### config.mk
export PLATFORM = sky130hd
export DESIGN_NAME = undirected_graph_store_with_checks_core
export DESIGN_NICKNAME = d
export VERILOG_FILES = /design/src/rtl/core/ugs_pkg.sv /design/src/rtl/core/ugs_adj_store.sv /design/src/rtl/core/undirected_graph_store_with_checks_core.sv
export SDC_FILE = /design/constraint.sdc
export NUM_CORES = 1
export LEC_CHECK = 0
export ABC_AREA = 1
export BUFFER_PORTS_ARGS = -buffer_cell sky130_fd_sc_hd__buf_2
export CORE_MARGIN = 3
export CORE_UTILIZATION = 63
export CTS_BUF_LIST = sky130_fd_sc_hd__clkbuf_8 sky130_fd_sc_hd__clkbuf_16
export CTS_CLUSTER_SIZE = 30
export DETAILED_ROUTE_END_ITERATION = 8
export PLACE_DENSITY = 0.9
export SYNTH_ARGS = -nofsm -noshare
export SYNTH_HDL_FRONTEND = slang
export SYNTH_SLANG_ARGS = --single-unit
### constraint.sdc
create_clock -name clk -period 3.09 [get_ports clk]
set_input_delay 0.4635 -clock clk [delete_from_list [all_inputs] [get_ports clk]]
set_output_delay 0.4635 -clock clk [all_outputs]
set_load 0.05 [all_outputs]
### src/rtl/core/ugs_pkg.sv
// Shared types and constants for the undirected graph store.
package ugs_pkg;

  // Graph size and derived widths.
  localparam int MAX_VERTICES = 16;
  localparam int VW           = $clog2(MAX_VERTICES);
  localparam int VCW          = $clog2(MAX_VERTICES + 1);
  localparam int EDGE_W       = 7;

  localparam logic [EDGE_W-1:0] EDGE_LIMIT = 7'd127;
  localparam logic [VCW-1:0]    COUNT_RESET = VCW'(16);

  typedef logic [MAX_VERTICES-1:0] row_t;
  typedef logic [VW-1:0]           vertex_t;
  typedef logic [VCW-1:0]          count_t;

  // Command codes carried in the input tuser.
  typedef enum logic [1:0] {
    CMD_INSERT  = 2'd0,
    CMD_QUERY   = 2'd1,
    CMD_PATH    = 2'd2,
    CMD_CONNECT = 2'd3
  } cmd_t;

  // One access request to the adjacency store.
  typedef struct packed {
    logic    rd_en;
    vertex_t rd_addr;
    logic    wr_en;
    vertex_t wr_addr;
    row_t    wr_data;
  } mem_req_t;

endpackage

### src/rtl/core/ugs_adj_store.sv
// Adjacency row memory with per-row valid bits so that reset empties the graph at once.
module ugs_adj_store (
  input  logic              clk,
  input  logic              rst,
  input  ugs_pkg::mem_req_t req,
  output ugs_pkg::row_t     rd_row
);
  import ugs_pkg::*;

  row_t                    mem [MAX_VERTICES];
  logic [MAX_VERTICES-1:0] row_valid;
  row_t                    rd_q;
  logic                    rd_ok;

  // Row storage: one write and one registered read per cycle.
  always_ff @(posedge clk) begin
    if (req.wr_en) begin
      mem[req.wr_addr] <= req.wr_data;
    end
    if (req.rd_en) begin
      rd_q <= mem[req.rd_addr];
    end
  end

  // Valid bits: a row never written since reset reads as empty.
  always_ff @(posedge clk) begin
    if (rst) begin
      row_valid <= '0;
      rd_ok     <= 1'b0;
    end else begin
      if (req.wr_en) begin
        row_valid[req.wr_addr] <= 1'b1;
      end
      if (req.rd_en) begin
        rd_ok <= row_valid[req.rd_addr];
      end
    end
  end

  assign rd_row = rd_ok ? rd_q : '0;

endmodule

### src/rtl/core/undirected_graph_store_with_checks_core.sv
// Top level of the undirected graph store: command sequencer, path tracker and connectivity walk.
//
// Input beats carry a command in s_axis_tuser and two vertices in s_axis_tdata;
// s_axis_tlast marks the final vertex of a path. One item is worked at a time:
// s_axis_tready is high only while the sequencer is idle.
// Output beats carry answer and the edge total in m_axis_tdata and the range
// status in m_axis_tuser. Path items not marked last give no output beat.
// Query and insert read the row of vertex_a and then check it; an insert that adds the edge
// writes that row, then the row of vertex_b. Insert or query with an out-of-range vertex
// skips the check. A path item reads the row of the previous vertex, then checks it.
// Connect sweeps the rows of the vertices in use through the single memory
// read port, one row per cycle, and repeats while the reach set still grows,
// at most 16 sweeps.
// The result sits in an output register; a stalled receiver holds it there
// and a following item may be accepted meanwhile, but its own result then
// waits until the register is freed.
// vertex_count is written through cfg_wr_en / cfg_wr_data; the user must do so only while idle,
// as the block does not enforce it. Reset (rst, synchronous) empties the graph, clears the edge
// count and path state and sets vertex_count to 16.
module undirected_graph_store_with_checks_core (
  input  logic       clk,
  input  logic       rst,
  input  logic       s_axis_tvalid,
  output logic       s_axis_tready,
  input  logic [7:0] s_axis_tdata,   // [3:0] vertex_a, [7:4] vertex_b
  input  logic       s_axis_tlast,   // last_in_path
  input  logic [1:0] s_axis_tuser,   // [1:0] cmd
  output logic       m_axis_tvalid,
  input  logic       m_axis_tready,
  output logic [7:0] m_axis_tdata,   // [0] answer, [7:1] edge_total
  output logic       m_axis_tuser,   // [0] status
  input  logic       cfg_wr_en,
  input  logic [4:0] cfg_wr_data     // vertex_count
);
  import ugs_pkg::*;

  typedef enum logic [2:0] {
    S_IDLE, S_READ, S_CHECK, S_WRITE_B, S_CONN, S_DONE
  } state_t;

  state_t              state;
  cmd_t                cmd;
  vertex_t             vtx_a;
  vertex_t             vtx_b;
  logic                last_item;
  count_t              vertex_count;
  count_t              n_live;
  row_t                live_mask;
  logic [EDGE_W-1:0]   edge_counter;
  row_t                path_seen;
  vertex_t             path_previous;
  logic                path_started;
  logic                path_valid;
  logic                path_range_error;
  row_t                reached_set;
  count_t              walk_rd;
  logic                walk_vld;
  vertex_t             walk_pv;
  logic                walk_chg;
  row_t                reach_next;
  logic                res_answer;
  logic                res_status;
  mem_req_t            mem_req;
  row_t                rd_row;
  logic                a_in;
  logic                b_in;
  logic                add_edge;
  logic                out_free;
  logic                pv_next;
  logic                err_next;

  ugs_adj_store u_store (
    .clk    (clk),
    .rst    (rst),
    .req    (mem_req),
    .rd_row (rd_row)
  );

  // Effective vertex count, clamped to one through MAX_VERTICES.
  always_comb begin
    if (vertex_count == '0) begin
      n_live = count_t'(1);
    end else if (vertex_count > count_t'(MAX_VERTICES)) begin
      n_live = count_t'(MAX_VERTICES);
    end else begin
      n_live = vertex_count;
    end
  end

  always_comb begin
    for (int i = 0; i < MAX_VERTICES; i++) begin
      live_mask[i] = count_t'(i) < n_live;
    end
  end

  // Range checks and the insert decision on the row just read.
  assign a_in     = {1'b0, vtx_a} < n_live;
  assign b_in     = {1'b0, vtx_b} < n_live;
  assign add_edge = (vtx_a != vtx_b) && !rd_row[vtx_b];
  assign out_free = !m_axis_tvalid || m_axis_tready;

  // Path flags after the current vertex is applied.
  assign pv_next  = path_valid &&
                    !(a_in && path_started && (path_seen[vtx_a] || !rd_row[vtx_a]));
  assign err_next = path_range_error || !a_in;

  // Connect walk: fold in the row that just arrived if its vertex is reached.
  always_comb begin
    reach_next = reached_set;
    if (walk_vld && reached_set[walk_pv]) begin
      reach_next = reached_set | (rd_row & live_mask);
    end
  end

  // Memory requests for each step.
  always_comb begin
    mem_req = '0;
    unique case (state)
      S_READ: begin
        mem_req.rd_en   = 1'b1;
        mem_req.rd_addr = (cmd == CMD_PATH) ? path_previous : vtx_a;
      end
      S_CHECK: begin
        if (cmd == CMD_INSERT && add_edge) begin
          mem_req.wr_en   = 1'b1;
          mem_req.wr_addr = vtx_a;
          mem_req.wr_data = rd_row | (row_t'(1) << vtx_b);
          mem_req.rd_en   = 1'b1;
          mem_req.rd_addr = vtx_b;
        end
      end
      S_WRITE_B: begin
        mem_req.wr_en   = 1'b1;
        mem_req.wr_addr = vtx_b;
        mem_req.wr_data = rd_row | (row_t'(1) << vtx_a);
      end
      S_CONN: begin
        mem_req.rd_en   = walk_rd < n_live;
        mem_req.rd_addr = walk_rd[VW-1:0];
      end
      default: begin
        mem_req = '0;
      end
    endcase
  end

  assign s_axis_tready = (state == S_IDLE);

  // Sequencer with its state registers and the output register.
  always_ff @(posedge clk) begin
    if (rst) begin
      state            <= S_IDLE;
      vertex_count     <= COUNT_RESET;
      edge_counter     <= '0;
      path_seen        <= '0;
      path_previous    <= '0;
      path_started     <= 1'b0;
      path_valid       <= 1'b1;
      path_range_error <= 1'b0;
      reached_set      <= '0;
      walk_rd          <= '0;
      walk_vld         <= 1'b0;
      walk_chg         <= 1'b0;
      m_axis_tvalid    <= 1'b0;
    end else begin
      if (cfg_wr_en) begin
        vertex_count <= cfg_wr_data;
      end
      // A beat taken by the receiver leaves the register empty unless a new one is loaded.
      if (m_axis_tvalid && m_axis_tready && state != S_DONE) begin
        m_axis_tvalid <= 1'b0;
      end

      unique case (state)
        S_IDLE: begin
          if (s_axis_tvalid) begin
            cmd       <= cmd_t'(s_axis_tuser);
            vtx_a     <= s_axis_tdata[3:0];
            vtx_b     <= s_axis_tdata[7:4];
            last_item <= s_axis_tlast;
            state     <= S_READ;
          end
        end

        S_READ: begin
          if (cmd == CMD_CONNECT) begin
            reached_set <= row_t'(1);
            walk_rd     <= '0;
            walk_vld    <= 1'b0;
            walk_chg    <= 1'b0;
            state       <= S_CONN;
          end else if (cmd != CMD_PATH && !(a_in && b_in)) begin
            res_answer <= 1'b0;
            res_status <= 1'b1;
            state      <= S_DONE;
          end else begin
            state <= S_CHECK;
          end
        end

        S_CHECK: begin
          if (cmd == CMD_PATH) begin
            if (last_item) begin
              res_answer       <= pv_next && !err_next;
              res_status       <= err_next;
              path_seen        <= '0;
              path_previous    <= '0;
              path_started     <= 1'b0;
              path_valid       <= 1'b1;
              path_range_error <= 1'b0;
              state            <= S_DONE;
            end else begin
              path_valid       <= pv_next;
              path_range_error <= err_next;
              if (a_in) begin
                path_seen     <= path_seen | (row_t'(1) << vtx_a);
                path_previous <= vtx_a;
                path_started  <= 1'b1;
              end
              state <= S_IDLE;
            end
          end else if (cmd == CMD_INSERT && add_edge) begin
            state <= S_WRITE_B;
          end else begin
            res_answer <= (cmd == CMD_QUERY) && rd_row[vtx_b];
            res_status <= 1'b0;
            state      <= S_DONE;
          end
        end

        S_WRITE_B: begin
          if (edge_counter < EDGE_LIMIT) begin
            edge_counter <= edge_counter + EDGE_W'(1);
          end
          res_answer <= 1'b1;
          res_status <= 1'b0;
          state      <= S_DONE;
        end

        S_CONN: begin
          reached_set <= reach_next;
          if (reach_next != reached_set) begin
            walk_chg <= 1'b1;
          end
          if (walk_rd < n_live) begin
            walk_vld <= 1'b1;
            walk_pv  <= walk_rd[VW-1:0];
            walk_rd  <= walk_rd + count_t'(1);
          end else begin
            walk_vld <= 1'b0;
            // Sweep finished: repeat while it grew, otherwise report.
            if (!walk_vld) begin
              if (walk_chg) begin
                walk_rd  <= '0;
                walk_chg <= 1'b0;
              end else begin
                res_answer <= (reached_set == live_mask);
                res_status <= 1'b0;
                state      <= S_DONE;
              end
            end
          end
        end

        S_DONE: begin
          if (out_free) begin
            m_axis_tvalid     <= 1'b1;
            m_axis_tdata      <= {edge_counter, res_answer};
            m_axis_tuser      <= res_status;
            state             <= S_IDLE;
          end
        end

        default: begin
          state <= S_IDLE;
        end
      endcase
    end
  end

endmodule
==> impl_metrics.tcl, run 1 <==
set metrics [dict create \
    status "finished, final reports clean" \
    nets 1839 \
    ios 32 \
    syn_nets 1743 \
    drive_above_1_share_pct 13.0 \
    rows 59 \
    pwr-share-seq_pct 40.7 \
    die_h_um 170 \
    rr_startpoint "vtx_b[0]$_DFFE_PP_" \
    avgSynthCellArea_um2 9.95 \
    ys_warn_count 0 \
    drtIter0Drc 1954 \
    clock_latency_ps 540 \
    endpoint_kind "flop" \
    fin_util_pct 74.5 \
    p_sw_mw 4.84 \
    synth_cell_types 49 \
    slew_headroom_pct 57.2 \
    synth_ff_type "edfxtp_1" \
    vias 13700 \
    antenna_cells 0 \
    crit_required_ps 3310 \
    setup_viol 0 \
    dp_hpwl_um 30600 \
    hold_viol 0 \
    dpl_cell_area_mm2 0.0180 \
    finalMaxSlewViolations 0 \
    cts_buffer_depth 3 \
    grt_pass1_wl_um 73200 \
    async_flop_share_pct 0 \
    wl_per_cell_um 22.2 \
    fill_cells 1657 \
    synth_cells 1710 \
    timing.fmax_mhz 332 \
    synth.largest_area_cell "edfxtp_1" \
    finalPower_mw 14.8 \
    grt_use_total_pct 32.7 \
    syn_to_final_growth_pct 15.2 \
    synth_top_area_share_pct 52.6 \
    combinationalPowerShare_pct 25.8 \
    crit_fanout 15 \
    path_clk_slew_ps 60 \
    drcViolationCount 0 \
    numCtsBuffers 40 \
    hold_start "s_axis_tdata[3]" \
    synth-seq-area-share_pct 61.9 \
    synth_edf_count 298 \
    hold_slack_ps 104 \
    hold_buffers 0 \
    final_cells 2172 \
    worst_slack_ps 80.3 \
    hold_path_class "in2reg" \
    firstDrtPassIters 6 \
    gp_congestion 1.03 \
    p_int_mw 10.0 \
    final.min_clock_period_ps 3010 \
    fin_worst_skew_ps 21.8 \
    die-area_mm2 0.0290 \
    via_per_inst 6.32 \
    dp_cells 2089 \
    ir_drop_mv 0.645 \
    p_per_area_mw_per_mm2 758 \
    start_kind "flop" \
    max_slew.worst_pin.slew_ps 637 \
    dp_worst_setup_slack_ps 82.9 \
    grt_max_degree 87 \
    grt.overflow.total 0 \
    cp_data_arrival_time_ps 3230 \
    start_util_pct 64.7 \
    htree_levels 2 \
    antenna_left 0 \
    crit_type "reg2reg" \
    die_w_um 170 \
    swShare_pct 32.6 \
    syn_area_mm2 0.0170 \
    core-area_mm2 0.0263 \
    first_global_vias 13500 \
    root_buffer "clkbuf_16" \
    clock_power_share_pct 33.5 \
    synth_seq_cells 377 \
    antenna_found_initial 0 \
    wl_um 48200 \
    rsz0062_at_grt "yes" \
    tritoncts "done" \
    fin_setup_tns_ps 0 \
    drv_cap 0 \
    p_leak_nw 7.65 \
    cts_sinks 377 \
    synthTopCellsByArea "edfxtp_1 53%, dfxtp_1 9.3%, inv_1 5.6%" \
    portBuffers 31 \
    stdcell_area_mm2 0.0196 \
    setup.worst_path.start "vtx_b[0]$_DFFE_PP_" \
    fin_crit_sh_pct 97.4 \
]
[layout make-up]
class                      count  area [um2]  area share (%)
multi-input combinational    990        5190            26.5
timing repair buffer         132        1060            5.41
sequential                   377       10500            53.8
inverter                     265         997            5.09
clock inverter                28         298            1.52
clock buffer                  45        1090            5.58
tap                          335         419            2.14
[cells in the mapped netlist (4+ instances only)]
cell type and n:
a211oi_1 5, a21oi_1 137, buf_1 5, buf_2 29
buf_4 18, clkbuf_1 26, clkinv_1 5, dfxtp_1 79
edfxtp_1 298, ha_1 12, inv_1 254, inv_2 6
nand2_1 221, nand2_2 4, nand3_1 158, nand3b_1 4
nand4_1 7, nor2_1 132, nor3_1 29, o2111ai_1 5
o211ai_1 80, o21ai_0 117, o21ai_1 7, o22ai_1 18
xor2_1 13
[final timing paths]
check	to	slack, ps	cells after the start
setup / recovery	u_store.mem[12][5]$_DFFE_PP_	80	10
hold / removal	vtx_a[3]$_DFFE_PP_	100	1
setup reg to reg	u_store.mem[12][5]$_DFFE_PP_	80	10
hold reg to reg	path_seen[3]$_SDFFE_PP0P_	450	2
[state kept, by name (all words and copies together) (netlist names), 5 cells and up]
signal / count
path_seen: 16
reached_set: 16
edge_counter: 7
vertex_count: 5
u_store.row_valid: 16
u_store.mem: 256
walk_rd: 5
u_store.rd_q: 16
m_axis_tdata: 8
[cells in the final DEF, fill, tap and decap left out, types with 4 or more instances in the layout]
cell type | synthesis | layout
o22ai_1 | 18 | 16
o21ai_1 | 7 | 8
bufinv_16 | 0 | 5
xor2_1 | 13 | 13
buf_12 | 0 | 10
clkbuf_16 | 0 | 43
a21oi_1 | 137 | 137
o2111ai_1 | 5 | 5
nor2_1 | 132 | 117
a211oi_1 | 5 | 5
clkinv_1 | 5 | 10
nor3_1 | 29 | 28
o21ai_0 | 117 | 116
nor2_2 | 3 | 17
dfxtp_1 | 79 | 79
nand3_1 | 158 | 158
nand3b_1 | 4 | 4
edfxtp_1 | 298 | 298
buf_2 | 29 | 31
ha_1 | 12 | 12
nand2_1 | 221 | 221
inv_2 | 6 | 5
nand4_1 | 7 | 7
inv_1 | 254 | 262
o211ai_1 | 80 | 80
buf_4 | 18 | 89
[worst max-delay path, stage by stage (launching register included)]
cell,delay (ps)
edfxtp_1,510
nand2_1,260
inv_1,120
nand3_1,100
nand3_1,100
nand3_2,130
nand4_4,230
o22ai_1,420
nand2_1,290
nor2_2,220
buf_4,300
[cell families after synthesis]
logic type,count (synthesis),share of synthesized area [%]
simple gates,570,14.7
buf+inv,346,8.38
xor+xnor,15,0.772
fa+ha+maj,12,0.883
compound gates,390,13.4
flops,377,61.9
[metal layers]
metal	share of wire, %	GRT usage (%)
met5	0	0
met4	4.8	15.2
met3	9.7	5.85
met2	48	54.4
met1	37	42.2
[what timing repair did]
| action | CTS | global route |
|---|---|---|
| endpoints found under the hold margin | 0 | 0 |
| setup buffers | 0 | 7 |
| setup endpoints to repair | 0 | 208 |
| resized for setup | 0 | 10 |
[power groups by stage]
stage | Sequential [mW] | Combinational, mW | Clock, mW
finish | 6.05 | 3.82 | 4.97
global route | 6.05 | 4.14 | 5.20
CTS | 6.03 | 3.64 | 4.99
detailed placement | 6.13 | 3.56 | 0
global placement | 6.12 | 3.41 | 0
floorplan | 6.07 | 2.50 | 0
Power figures use the tool's default switching activity.
==> run 2, diff against run 1 <==
--- a/config.mk
+++ b/config.mk
@@ -6,7 +6,7 @@
 export NUM_CORES = 1
 export LEC_CHECK = 0
 export ABC_AREA = 1
-export BUFFER_PORTS_ARGS = -buffer_cell sky130_fd_sc_hd__buf_2
+export BUFFER_PORTS_ARGS = -buffer_cell sky130_fd_sc_hd__clkbuf_2
 export CORE_MARGIN = 3
 export CORE_UTILIZATION = 63
 export CTS_BUF_LIST = sky130_fd_sc_hd__clkbuf_8 sky130_fd_sc_hd__clkbuf_16
==> run 2 against run 1 <==
  * Clock power is 8.0% lower
  * Sequential share of layout area hardly changed
  * Design area hardly changed
  * Routed wire length is 0.76% higher
  * Via count is 0.64% higher
  * Critical path type unchanged
  * Largest power group unchanged
==> impl_metrics.tcl, run 2 (synthesized netlist as in run 1, its figures left out) <==
set metrics [dict create \
    status "finished, final reports clean" \
    timing.fmax_mhz 329 \
    grt.overflow.total 0 \
    ios 32 \
    drv_cap 0 \
    start_util_pct 64.7 \
    numCtsBuffers 38 \
    r2r_slack_ps 50 \
    setup_viol 0 \
    hold_depth 1 \
    root_buffer "clkbuf_16" \
    gp_congestion 1.03 \
    vias 13800 \
    cp_data_arrival_time_ps 3310 \
    finalMaxSlewViolations 0 \
    dp_cells 2093 \
    portBuffers 31 \
    p_leak_nw 7.67 \
    wl_per_cell_um 22.3 \
    fill_cells 1672 \
    fin_worst_skew_ps 31.6 \
    syn_to_final_growth_pct 15.2 \
    finalPower_mw 14.7 \
    grt_use_total_pct 33.1 \
    cts_buffer_depth 3 \
    die_w_um 170 \
    antenna_found_initial 0 \
    crit_type "reg2reg" \
    crit_fanout 23 \
    slew_headroom_pct 50.5 \
    final_cell_mix "298 x edfxtp_1, 264 x inv_1, 219 x nand2_1, 158 x nand3_1, 137 x a21oi_1" \
    drtIter0Drc 2075 \
    nets 1851 \
    via_per_inst 6.33 \
    crit_required_ps 3370 \
    antenna_left 0 \
    ir_drop_mv 0.610 \
    drive_above_1_share_pct 13.3 \
    fin_crit_sh_pct 98.3 \
    htree_levels 2 \
    wl_um 48600 \
    grt_max_degree 50 \
    start_kind "flop" \
    final_common_cell "edfxtp_1" \
    firstDrtPassIters 8 \
    hold_start "s_axis_tdata[0]" \
    grt_pass1_wl_um 73400 \
    regMostFlops "u_store.mem" \
    first_global_vias 13300 \
    stdcell_area_mm2 0.0196 \
    cts_sinks 377 \
    rr_startpoint "vtx_b[1]$_DFFE_PP_" \
    p_per_area_mw_per_mm2 749 \
    antenna_cells 0 \
    drcViolationCount 0 \
    dpl_cell_area_mm2 0.0181 \
    core-area_mm2 0.0263 \
    max_slew.worst_pin.slew_ps 741 \
    endpoint_kind "flop" \
    path_clk_slew_ps 70 \
    hold_buffers 0 \
    die_h_um 170 \
    hold_path_class "in2reg" \
    multi_input_area_mm2 0.00517 \
    final_cells 2182 \
    largest_reg_flops 256 \
    hold_viol 0 \
    clock_latency_ps 540 \
    regArea_mm2 0.0105 \
    dp_hpwl_um 31300 \
    r2r-end "u_store.rd_q[12]$_DFFE_PP_" \
    tritoncts "done" \
    final.min_clock_period_ps 3040 \
    r2r_cells 13 \
    holdPathEnd "vtx_a[0]$_DFFE_PP_" \
    rows 59 \
    die-area_mm2 0.0290 \
]
[run 2: changes by cell type in the layout (fill, tap and decap cells not counted), sizes merged]
cell      previous run  this run
buf                131       116
clkinv              16        18
nand2              228       227
clkinvlp             3         2
clkbuf              46        70
bufinv               5         4
inv                269       271
[run 2: power by group]
part	switching, mW	leakage [nW]	internal (mW)	total, mW
sequential	0.250	3.01	5.85	6.10
clock	1.94	0.636	2.63	4.57
combinational	2.67	4.03	1.33	4.00
total	4.86	7.67	9.81	14.7
[run 2: how the worst max path moves through the flow]
stage	start	end	slack [ps]	cells after the start
2_1_floorplan	vtx_b[2]$_DFFE_PP_	u_store.mem[6][0]$_DFFE_PP_	330	10
3_3_place_gp	vtx_b[1]$_DFFE_PP_	u_store.rd_q[9]$_DFFE_PP_	60	15
3_5_place_dp	vtx_b[1]$_DFFE_PP_	u_store.rd_q[11]$_DFFE_PP_	-50	15
4_1_cts	vtx_b[1]$_DFFE_PP_	u_store.rd_q[15]$_DFFE_PP_	50	15
5_1_grt	vtx_b[1]$_DFFE_PP_	u_store.rd_q[12]$_DFFE_PP_	-20	13
6_report	vtx_b[1]$_DFFE_PP_	u_store.rd_q[12]$_DFFE_PP_	50	13
[run 2: critical path, stage by stage, from the launching register on]
cell and delay, ps:
edfxtp_1 490, buf_4 190, nand2_2 130, nor2_1 60
nor2_1 100, nand3_1 100, nand3_2 120, nand4_4 230
buf_4 230, o21ai_2 260, buf_4 400, nand3_1 220
nand3_1 170, nand2_1 60
[run 2: area by class of cell]
cell class	count	area share, %
clock inverters	30	1.42
inverters	265	5.08
clock buffers	39	4.92
flip-flops and latches	377	53.7
multi-input cells	989	26.4
repair buffers	147	6.30
well taps	335	2.14
[run 2: what timing repair did]
item                                    4_1_cts  5_1_grt
pin swaps                                     1        5
gates cloned                                  0        2
resized for setup                             0        7
endpoints found under the setup margin        7      146
setup buffers                                 2       16
[run 2: metal layers]
metal | up-vias | share of wire, % | global-route usage [%]
met3 | 191 | 10 | 5.99
li1 | 6153 | - | -
met4 | 0 | 5.3 | 16.2
met1 | 6505 | 37 | 42.8
met5 | - | 0 | 0
met2 | 963 | 48 | 54.4
[run 2: metrics by stage]
step	hold WS (ps)	setup WS, ps	TNS, ps	util, %
after floorplan	400	332	0	-
after global placement	405	59.0	0	68.9
after detailed placement	406	-48.0	-93.7	68.9
after CTS	97.4	47.9	0	73.8
after global routing	98.9	-22.6	-174	74.6
final	108	53.0	0	74.6
